$ cat src/rtl/block_partitioned_prefix_sum_top_assert.svh
// Assertion macros for the blocked prefix sum block.
// Used by block_partitioned_prefix_sum_top; needs a clock and reset in scope.
`ifndef BLOCK_PARTITIONED_PREFIX_SUM_TOP_ASSERT_SVH
`define BLOCK_PARTITIONED_PREFIX_SUM_TOP_ASSERT_SVH
`ifndef SYNTHESIS
`define BPPS_ASSERT_SAME(label, cond, prop) \
   label: assert property (@(posedge clock) disable iff (reset) (cond) |-> (prop)) \
      else $error("bpps assertion failed");
`define BPPS_ASSERT_NEXT(label, cond, prop) \
   label: assert property (@(posedge clock) disable iff (reset) (cond) |=> (prop)) \
      else $error("bpps assertion failed");
`else
`define BPPS_ASSERT_SAME(label, cond, prop)
`define BPPS_ASSERT_NEXT(label, cond, prop)
`endif
`endif

$ cat src/rtl/bpps_pkg.sv
// Shared widths, register codes and result payload type for the
// blocked prefix sum block. No dependencies.
package bpps_pkg;

   localparam int DATA_W       = 32;
   localparam int TOTAL_W      = 21;
   localparam int PE_W         = 13;
   localparam int SEG_W        = 12;
   localparam int MAX_SEGMENTS = 4096;
   localparam int MAX_ITEMS    = 1048576;
   localparam int DIV_CNT_W    = $clog2(TOTAL_W + 1);

   localparam int CSR_INDEX_W  = 1;
   localparam int CSR_DATA_W   = 21;
   localparam logic [CSR_INDEX_W-1:0] CSR_TOTAL_COUNT = 1'd0;
   localparam logic [CSR_INDEX_W-1:0] CSR_PE_COUNT    = 1'd1;

   typedef struct packed {
      logic signed [DATA_W-1:0] global_sum;
      logic signed [DATA_W-1:0] local_sum;
      logic [SEG_W-1:0]         segment_index;
      logic                     segment_last;
      logic                     stream_last;
      logic                     overflow;
   } rsp_payload_type;

endpackage

$ cat src/rtl/bpps_if.sv
// Request and response channel interfaces (valid/ready) for the
// blocked prefix sum block. Depends on bpps_pkg.
interface bpps_req_if;
   import bpps_pkg::*;
   logic                     valid;
   logic                     ready;
   logic signed [DATA_W-1:0] value;
   modport source (output valid, output value, input ready);
   modport sink (input valid, input value, output ready);
endinterface

interface bpps_rsp_if;
   import bpps_pkg::*;
   logic                     valid;
   logic                     ready;
   logic signed [DATA_W-1:0] global_sum;
   logic signed [DATA_W-1:0] local_sum;
   logic [SEG_W-1:0]         segment_index;
   logic                     segment_last;
   logic                     stream_last;
   logic                     overflow;
   modport source (output valid, output global_sum, output local_sum,
                   output segment_index, output segment_last,
                   output stream_last, output overflow, input ready);
   modport sink (input valid, input global_sum, input local_sum,
                 input segment_index, input segment_last,
                 input stream_last, input overflow, output ready);
endinterface

$ cat src/rtl/block_partitioned_prefix_sum_top.sv
// A request's result is registered into the response register, or into the second entry
// while that is full. Throughput: one request per cycle while the divider is idle
// and the second entry is empty; the two-entry output stage keeps accepting while
// a result waits. A register write starts a restoring size division and stalls requests.
// Reset (synchronous): total_count 0, segment count 1, sizes valid at once, run cleared.
// Depends on bpps_pkg, bpps_if.sv and block_partitioned_prefix_sum_top_assert.svh.
module block_partitioned_prefix_sum_top (
   input  logic                              clock,
   input  logic                              reset,
   bpps_req_if.sink                          req,
   bpps_rsp_if.source                        rsp,
   input  logic                              csr_write_enable,
   input  logic [bpps_pkg::CSR_INDEX_W-1:0]  csr_index,
   input  logic [bpps_pkg::CSR_DATA_W-1:0]   csr_write_data
);
   import bpps_pkg::*;

   // configuration and derived sizes
   logic [TOTAL_W-1:0]   total_ff, total_in;
   logic [PE_W-1:0]      pe_ff, pe_in;
   logic [TOTAL_W-1:0]   eff_total_ff, eff_total_in;
   logic [PE_W-1:0]      divisor_ff, divisor_in;
   logic [TOTAL_W-1:0]   base_ff, base_in;
   logic [SEG_W-1:0]     long_ff, long_in;

   // divider
   logic                 busy_ff, busy_in;
   logic [DIV_CNT_W-1:0] cnt_ff, cnt_in;
   logic [TOTAL_W-1:0]   quo_ff, quo_in;
   logic [SEG_W-1:0]     rem_ff, rem_in;

   // run state
   logic [TOTAL_W-1:0]   items_ff, items_in;
   logic [TOTAL_W-1:0]   pos_ff, pos_in;
   logic [SEG_W-1:0]     cur_ff, cur_in;
   logic [DATA_W-1:0]    local_ff, local_in;
   logic [DATA_W-1:0]    carry_ff, carry_in;
   logic                 ov_ff, ov_in;

   // output stage
   logic                 out_valid_ff, out_valid_in;
   logic                 skid_valid_ff, skid_valid_in;
   rsp_payload_type      out_ff, out_in;
   rsp_payload_type      skid_ff, skid_in;

   // combinational terms
   logic [TOTAL_W-1:0]   tot_raw;
   logic [PE_W-1:0]      pe_raw;
   logic [PE_W:0]        rem_shift;
   logic                 quo_bit;
   logic [PE_W:0]        rem_diff;
   logic [TOTAL_W:0]     seg_len;
   logic [TOTAL_W:0]     pos_next;
   logic [TOTAL_W:0]     items_next;
   logic [DATA_W-1:0]    value_u;
   logic [DATA_W-1:0]    local_sum;
   logic [DATA_W-1:0]    global_sum;
   logic                 ov_local;
   logic                 ov_global;
   logic                 seg_last;
   logic                 str_last;
   logic                 accept;
   logic                 push;
   logic                 pop;
   rsp_payload_type      result;

   assign req.ready = !busy_ff && !skid_valid_ff;
   assign accept    = req.valid && req.ready;
   assign push      = accept && (eff_total_ff != '0);
   assign pop       = out_valid_ff && rsp.ready;

   // one restoring division step
   assign rem_shift = {1'b0, rem_ff, quo_ff[TOTAL_W-1]};
   assign rem_diff  = rem_shift - {1'b0, divisor_ff};
   assign quo_bit   = (rem_shift >= {1'b0, divisor_ff});

   // per-request datapath
   assign value_u    = req.value;
   assign local_sum  = local_ff + value_u;
   assign global_sum = carry_ff + local_sum;
   assign ov_local   = (local_ff[DATA_W-1] ^ local_sum[DATA_W-1]) &
                       (value_u[DATA_W-1] ^ local_sum[DATA_W-1]);
   assign ov_global  = (carry_ff[DATA_W-1] ^ global_sum[DATA_W-1]) &
                       (local_sum[DATA_W-1] ^ global_sum[DATA_W-1]);
   assign seg_len    = {1'b0, base_ff} + {{TOTAL_W{1'b0}}, (cur_ff < long_ff)};
   assign pos_next   = {1'b0, pos_ff} + {{TOTAL_W{1'b0}}, 1'b1};
   assign items_next = {1'b0, items_ff} + {{TOTAL_W{1'b0}}, 1'b1};
   assign seg_last   = (pos_next >= seg_len);
   assign str_last   = (items_next >= {1'b0, eff_total_ff});

   always_comb begin
      result.global_sum    = global_sum;
      result.local_sum     = local_sum;
      result.segment_index = cur_ff;
      result.segment_last  = seg_last;
      result.stream_last   = str_last;
      result.overflow      = ov_ff | ov_local | ov_global;
   end

   always_comb begin
      total_in      = total_ff;
      pe_in         = pe_ff;
      eff_total_in  = eff_total_ff;
      divisor_in    = divisor_ff;
      base_in       = base_ff;
      long_in       = long_ff;
      busy_in       = busy_ff;
      cnt_in        = cnt_ff;
      quo_in        = quo_ff;
      rem_in        = rem_ff;
      items_in      = items_ff;
      pos_in        = pos_ff;
      cur_in        = cur_ff;
      local_in      = local_ff;
      carry_in      = carry_ff;
      ov_in         = ov_ff;
      out_valid_in  = out_valid_ff;
      skid_valid_in = skid_valid_ff;
      out_in        = out_ff;
      skid_in       = skid_ff;
      tot_raw       = total_ff;
      pe_raw        = pe_ff;

      // advance the divider; the last step lands quotient and remainder
      if (busy_ff) begin
         quo_in = {quo_ff[TOTAL_W-2:0], quo_bit};
         rem_in = quo_bit ? rem_diff[SEG_W-1:0] : rem_shift[SEG_W-1:0];
         cnt_in = cnt_ff - DIV_CNT_W'(1);
         if (cnt_ff == DIV_CNT_W'(1)) begin
            busy_in = 1'b0;
            base_in = {quo_ff[TOTAL_W-2:0], quo_bit};
            long_in = quo_bit ? rem_diff[SEG_W-1:0] : rem_shift[SEG_W-1:0];
         end
      end

      // run state update for an accepted request while the sequence length is nonzero
      if (push) begin
         ov_in = ov_ff | ov_local | ov_global;
         if (str_last) begin
            items_in = '0;
            pos_in   = '0;
            cur_in   = '0;
            local_in = '0;
            carry_in = '0;
            ov_in    = 1'b0;
         end else if (seg_last) begin
            items_in = items_next[TOTAL_W-1:0];
            pos_in   = '0;
            cur_in   = cur_ff + SEG_W'(1);
            local_in = '0;
            carry_in = global_sum;
         end else begin
            items_in = items_next[TOTAL_W-1:0];
            pos_in   = pos_next[TOTAL_W-1:0];
            local_in = local_sum;
         end
      end

      // two-entry output stage
      if (skid_valid_ff) begin
         if (pop) begin
            out_in        = skid_ff;
            skid_valid_in = 1'b0;
         end
      end else if (push) begin
         if (!out_valid_ff || pop) begin
            out_in       = result;
            out_valid_in = 1'b1;
         end else begin
            skid_in       = result;
            skid_valid_in = 1'b1;
         end
      end else if (pop) begin
         out_valid_in = 1'b0;
      end

      // register write: restart the run, clear the output stage and recompute segment sizes
      if (csr_write_enable) begin
         if (csr_index == CSR_TOTAL_COUNT) begin
            tot_raw = csr_write_data[TOTAL_W-1:0];
         end else begin
            pe_raw = csr_write_data[PE_W-1:0];
         end
         total_in = tot_raw;
         pe_in    = pe_raw;
         eff_total_in = (tot_raw > TOTAL_W'(MAX_ITEMS)) ? TOTAL_W'(MAX_ITEMS) : tot_raw;
         if (pe_raw == '0) begin
            divisor_in = PE_W'(1);
         end else if (pe_raw > PE_W'(MAX_SEGMENTS)) begin
            divisor_in = PE_W'(MAX_SEGMENTS);
         end else begin
            divisor_in = pe_raw;
         end
         busy_in       = 1'b1;
         cnt_in        = DIV_CNT_W'(TOTAL_W);
         quo_in        = eff_total_in;
         rem_in        = '0;
         items_in      = '0;
         pos_in        = '0;
         cur_in        = '0;
         local_in      = '0;
         carry_in      = '0;
         ov_in         = 1'b0;
         out_valid_in  = 1'b0;
         skid_valid_in = 1'b0;
      end
   end

   always_ff @(posedge clock) begin
      if (reset) begin
         total_ff      <= '0;
         pe_ff         <= PE_W'(1);
         eff_total_ff  <= '0;
         divisor_ff    <= PE_W'(1);
         base_ff       <= '0;
         long_ff       <= '0;
         busy_ff       <= 1'b0;
         cnt_ff        <= '0;
         quo_ff        <= '0;
         rem_ff        <= '0;
         items_ff      <= '0;
         pos_ff        <= '0;
         cur_ff        <= '0;
         local_ff      <= '0;
         carry_ff      <= '0;
         ov_ff         <= 1'b0;
         out_valid_ff  <= 1'b0;
         skid_valid_ff <= 1'b0;
      end else begin
         total_ff      <= total_in;
         pe_ff         <= pe_in;
         eff_total_ff  <= eff_total_in;
         divisor_ff    <= divisor_in;
         base_ff       <= base_in;
         long_ff       <= long_in;
         busy_ff       <= busy_in;
         cnt_ff        <= cnt_in;
         quo_ff        <= quo_in;
         rem_ff        <= rem_in;
         items_ff      <= items_in;
         pos_ff        <= pos_in;
         cur_ff        <= cur_in;
         local_ff      <= local_in;
         carry_ff      <= carry_in;
         ov_ff         <= ov_in;
         out_valid_ff  <= out_valid_in;
         skid_valid_ff <= skid_valid_in;
      end
   end

   always_ff @(posedge clock) begin
      out_ff  <= out_in;
      skid_ff <= skid_in;
   end

   assign rsp.valid         = out_valid_ff;
   assign rsp.global_sum    = out_ff.global_sum;
   assign rsp.local_sum     = out_ff.local_sum;
   assign rsp.segment_index = out_ff.segment_index;
   assign rsp.segment_last  = out_ff.segment_last;
   assign rsp.stream_last   = out_ff.stream_last;
   assign rsp.overflow      = out_ff.overflow;

`include "block_partitioned_prefix_sum_top_assert.svh"

   `BPPS_ASSERT_SAME(a_busy_blocks_req, busy_ff, !req.ready)
   `BPPS_ASSERT_SAME(a_skid_behind_out, skid_valid_ff, out_valid_ff)
   `BPPS_ASSERT_NEXT(a_write_starts_div, csr_write_enable, busy_ff && !out_valid_ff)
   `BPPS_ASSERT_SAME(a_stream_ends_seg, rsp.valid && rsp.stream_last, rsp.segment_last)

endmodule

$ cat src/flat_wrapper.sv
// flat-port wrapper written by rule: the top's interface ports become plain ports
module block_partitioned_prefix_sum_top_flat import bpps_pkg::*;
  (clock, reset, csr_write_enable, csr_index, csr_write_data, req_valid, req_value, req_ready, rsp_valid, rsp_global_sum, rsp_local_sum, rsp_segment_index, rsp_segment_last, rsp_stream_last, rsp_overflow, rsp_ready);
  bpps_req_if req_i ();
  bpps_rsp_if rsp_i ();
  input  logic clock;
  input  logic reset;
  input  logic csr_write_enable;
  input  logic [bpps_pkg::CSR_INDEX_W-1:0] csr_index;
  input  logic [bpps_pkg::CSR_DATA_W-1:0] csr_write_data;
  input wire logic [$bits(req_i.valid)-1:0] req_valid;
  input wire logic [$bits(req_i.value)-1:0] req_value;
  output wire logic [$bits(req_i.ready)-1:0] req_ready;
  output wire logic [$bits(rsp_i.valid)-1:0] rsp_valid;
  output wire logic [$bits(rsp_i.global_sum)-1:0] rsp_global_sum;
  output wire logic [$bits(rsp_i.local_sum)-1:0] rsp_local_sum;
  output wire logic [$bits(rsp_i.segment_index)-1:0] rsp_segment_index;
  output wire logic [$bits(rsp_i.segment_last)-1:0] rsp_segment_last;
  output wire logic [$bits(rsp_i.stream_last)-1:0] rsp_stream_last;
  output wire logic [$bits(rsp_i.overflow)-1:0] rsp_overflow;
  input wire logic [$bits(rsp_i.ready)-1:0] rsp_ready;
  assign req_i.valid = req_valid;
  assign req_i.value = req_value;
  assign req_ready = req_i.ready;
  assign rsp_valid = rsp_i.valid;
  assign rsp_global_sum = rsp_i.global_sum;
  assign rsp_local_sum = rsp_i.local_sum;
  assign rsp_segment_index = rsp_i.segment_index;
  assign rsp_segment_last = rsp_i.segment_last;
  assign rsp_stream_last = rsp_i.stream_last;
  assign rsp_overflow = rsp_i.overflow;
  assign rsp_i.ready = rsp_ready;
  block_partitioned_prefix_sum_top u_core (.clock(clock), .reset(reset), .req(req_i), .rsp(rsp_i), .csr_write_enable(csr_write_enable), .csr_index(csr_index), .csr_write_data(csr_write_data));
endmodule
$ cat config.mk
export PLATFORM = sky130hd
export DESIGN_NAME = block_partitioned_prefix_sum_top_flat
export DESIGN_NICKNAME = d
export VERILOG_FILES = /design/src/rtl/bpps_pkg.sv /design/src/rtl/bpps_if.sv /design/src/rtl/block_partitioned_prefix_sum_top.sv /design/src/flat_wrapper.sv
export VERILOG_INCLUDE_DIRS = /design/src /design/src/rtl
export SDC_FILE = /design/constraint.sdc
export NUM_CORES = 1
export LEC_CHECK = 0
export BUFFER_PORTS_ARGS = -buffer_cell sky130_fd_sc_hd__buf_2
export CAP_MARGIN = 20
export CORE_AREA = 4 4 298 300
export DETAILED_ROUTE_END_ITERATION = 8
export DIE_AREA = 0 0 302 304
export PLACE_DENSITY_LB_ADDON = 0.15
export SLEW_MARGIN = 20
export SYNTH_ARGS = -nofsm -noshare
export SYNTH_HDL_FRONTEND = slang
export SYNTH_SLANG_ARGS = --single-unit
export TNS_END_PERCENT = 1
$ cat constraint.sdc
create_clock -name clock -period 9 [get_ports clock]
set_input_delay 2.7 -clock clock [delete_from_list [all_inputs] [get_ports clock]]
set_output_delay 2.7 -clock clock [all_outputs]
set_load 0.02 [all_outputs]
==> out/metrics.yaml <==
outcome: "finished clean"
r2r-end: "u_core.pos_ff[16]"
post_route_cells_drive_above_1_share_pct: 15.0
ys_types: 81
cts_sinks: 417
worstPathArrival_ps: 8000
place_congestion: 0.855
num_rows: 108
pin_count: 140
endpoint: "u_core.rsp.overflow"
dr.pass1.iters: 5
r2r-start: "u_core.cur_ff[1]"
grt_pass1_wl_um: 94500
drt_iter0_markers: 843
dp_cells: 3409
grt_pass1_vias: 16500
htreeDepth: 2
startpoint: "req_value[0]"
synth-seq-cells: 417
slew_headroom_pct: 32.1
cts_buffers: 51
register_area_mm2: 0.00993
setup_slack_ps: 1340
clock_latency_ps: 590
drc: 0
nNetsFinal: 2507
cts_tree: "yes"
worstSetupEndpointType: "flop"
antenna_found_initial: 0
max_freq_mhz: 131
totalPowerFinal_mw: 4.86
p_int_mw: 3.51
num_antenna_cells: 0
worst_pin_slew_ps: 1020
finalSetupViolCount: 0
place_hpwl_um: 42900
power.switching_mw: 1.35
antenna_left: 0
syn_avg_cell_area_um2: 9.76
root_buffer: "clkbuf_16"
synth-edff-count: 158
fillers: 9053
power_per_cell_area_mw_per_mm2: 194
postCtsHoldBufs: 0
path_class: "in2reg"
fin_crit_sh_pct: 85.1
rr_worst_depth: 30
vdd_drop_max_v: 0.000132
pwr-share-seq_pct: 43.4
synthCells: 2198
die_y_um: 304
wl_um: 60100
syn_nets: 2397
ff2ff_setup_slack_ps: 2530
drv_cap: 0
grt_overflow: 0
yosys_warnings: 0
core_region_area_mm2: 0.0862
tns_ps: 0
pwr-share-clk_pct: 41.6
switching_share_pct: 27.7
hp-class: "reg2reg"
dpl_cell_area_mm2: 0.0234
fin_area_mm2: 0.0251
finalMaxSlewViolations: 0
cts_resized: 0
vias: 16500
fin_worst_skew_ps: 32.9
required_ps: 9340
worst-path-max-fanout: 5
async_flop_share_pct: 0
routedWlPerCell_um: 17.2
synth_area_mm2: 0.0215
rsz0062_at_grt: "no"
post-place-ws_ps: 743
clock_path_buffers: 3
start_util_pct: 24.9
cts.clk_slew.worst_paths_ps: 60
p_comb_share_pct: 14.9
leakage_nw: 9.60
synthFlopType: "dfxtp_1"
dieArea_mm2: 0.0918
multi_input_area_mm2: 0.0109
cts_setup_buffers: 0
io_buffers: 139
grt_max_degree: 84
area_growth_pct: 16.9
final_cells: 3505
finalHoldViolations: 0
die_x_um: 302
setup.worst_path.start_class: "input port"
post-route-min-period_ps: 7660
viasPerCell: 4.71
grt_use_total_pct: 12.7
seq_area_frac_synth_pct: 46.3
-- through the flow --
| stage | utilization [%] | hold slack, ps |
|---|---|---|
| 2_1_floorplan | - | 432 |
| 3_3_place_gp | 27.2 | 454 |
| 3_5_place_dp | 27.2 | 456 |
| 4_1_cts | 29.1 | 468 |
| 5_1_grt | 29.1 | 483 |
| 6_report | 29.1 | 462 |
-- kinds of logic (layout without fill, tap and decap cells) --
logic type / count (synthesis) / count (layout) / synth area share [%]
fa+ha+maj: 143 / 143 / 8.41
xor+xnor: 138 / 138 / 5.79
buf+inv: 190 / 342 / 3.37
simple gates: 633 / 633 / 13.5
mux: 110 / 110 / 5.52
flops: 417 / 417 / 46.3
compound gates: 567 / 567 / 17.1
-- power by group through the flow --
stage | registers (mW) | logic, mW | clock network (mW)
finish | 2.11 | 0.725 | 2.02
global route | 2.12 | 0.810 | 2.18
CTS | 2.11 | 0.742 | 2.11
detailed placement | 2.15 | 0.738 | 0
global placement | 2.15 | 0.732 | 0
floorplan | 2.19 | 0.450 | 0
-- synthesized netlist by cell type (23+ instances only) --
| library cell | count | share of area (%) |
|---|---|---|
| a211oi_1 | 29 | 1.0 |
| mux2i_1 | 43 | 2.0 |
| nand4_1 | 28 | 0.82 |
| ha_1 | 137 | 8.0 |
| nor2_1 | 224 | 3.9 |
| o21ai_0 | 101 | 2.4 |
| a21o_1 | 45 | 1.6 |
| o21a_1 | 27 | 0.94 |
| a22oi_1 | 63 | 2.2 |
| edfxtp_1 | 158 | 22 |
| xnor2_1 | 73 | 3.0 |
| clkbuf_1 | 87 | 1.5 |
| xor2_1 | 62 | 2.5 |
| a21oi_1 | 193 | 4.5 |
| dfxtp_1 | 259 | 24 |
| and3_1 | 23 | 0.67 |
| mux2_2 | 67 | 3.5 |
| inv_1 | 85 | 1.5 |
| nand3_1 | 57 | 1.3 |
| nand2_1 | 181 | 3.2 |
-- worst min-delay path by stage --
stage | from | end | slack, ps | cells past startpoint
after floorplan | u_core.carry_ff[15] | u_core.carry_ff[15] | 430 | 2
after global placement | u_core.long_ff[1] | u_core.long_ff[1] | 450 | 2
after detailed placement | u_core.carry_ff[30] | u_core.carry_ff[30] | 460 | 2
after CTS | u_core.long_ff[1] | u_core.long_ff[1] | 470 | 2
after global routing | u_core.pe_ff[4] | u_core.pe_ff[4] | 480 | 2
final | u_core.carry_ff[30] | u_core.carry_ff[30] | 460 | 2
-- placed cells by master (no fill, tap or decap), drive strengths merged, types with 14 or more instances in the layout --
cell type,instances
o21ai,106
nand2,181
buf,161
inv,87
nor2,225
ha,137
a21o,46
a22oi,63
o21a,27
mux2,67
edfxtp,158
nor2b,19
dfxtp,259
nor4,14
nand4,28
xor2,63
clkbuf,74
and3,23
nor3,21
nand3,57
a211oi,31
a21oi,193
mux2i,43
clkinv,17
xnor2,75
o221a,18
-- worst max-delay path, cell delays in order --
cell       delay [ps]
buf_2              80
ha_1              200
inv_1              70
fa_1              400
nor2b_1           130
o21a_1            170
o21ai_1           100
a211oi_1          300
o32a_1            340
a21boi_0          170
o21ai_0           290
a21o_1            170
a21oi_1            70
xnor2_1           390
ha_1              270
nand2_1           100
nor2b_1           120
a221o_1           200
a311oi_1          110
a21o_1            250
o31ai_2           390
nor2_1            120
maj3_1            360
nand2_1            70
o2111ai_1         130
mux2_2            290
-- flip-flops by register name, indices dropped and copies added, names as in the netlist, 5 cells and up --
register and count:
u_core.total_ff 21, u_core.carry_ff 32, u_core.items_ff 21, u_core.cnt_ff 5
u_core.pos_ff 21, u_core.base_ff 21, u_core.pe_ff 13, u_core.rem_ff 12
u_core.local_ff 32, u_core.rsp.local_sum 32, u_core.eff_total_ff 20, u_core.divisor_ff 12
u_core.rsp.segment_index 12, u_core.quo_ff 21, u_core.rsp.global_sum 32, u_core.cur_ff 12
u_core.skid_ff 79, u_core.long_ff 12
-- cell type report --
cell class	instances	area share, %
Inverter	86	1.29
Clock buffer	74	5.76
Tap cell	1155	5.76
Sequential cell	417	39.6
Multi-Input combinational cell	1591	43.3
Timing Repair Buffer	161	3.46
Clock inverter	21	0.798
-- per-layer routing --
| metal | global-route usage [%] | up-vias | wire length, µm |
|---|---|---|---|
| met4 | 2.90 | 0 | 1050 |
| met3 | 2.20 | 72 | 2720 |
| li1 | - | 8201 | - |
| met1 | 17.0 | 7946 | 27900 |
| met2 | 21.4 | 287 | 28400 |
| met5 | 0 | - | 0 |
(Power assumes the default switching activity.)
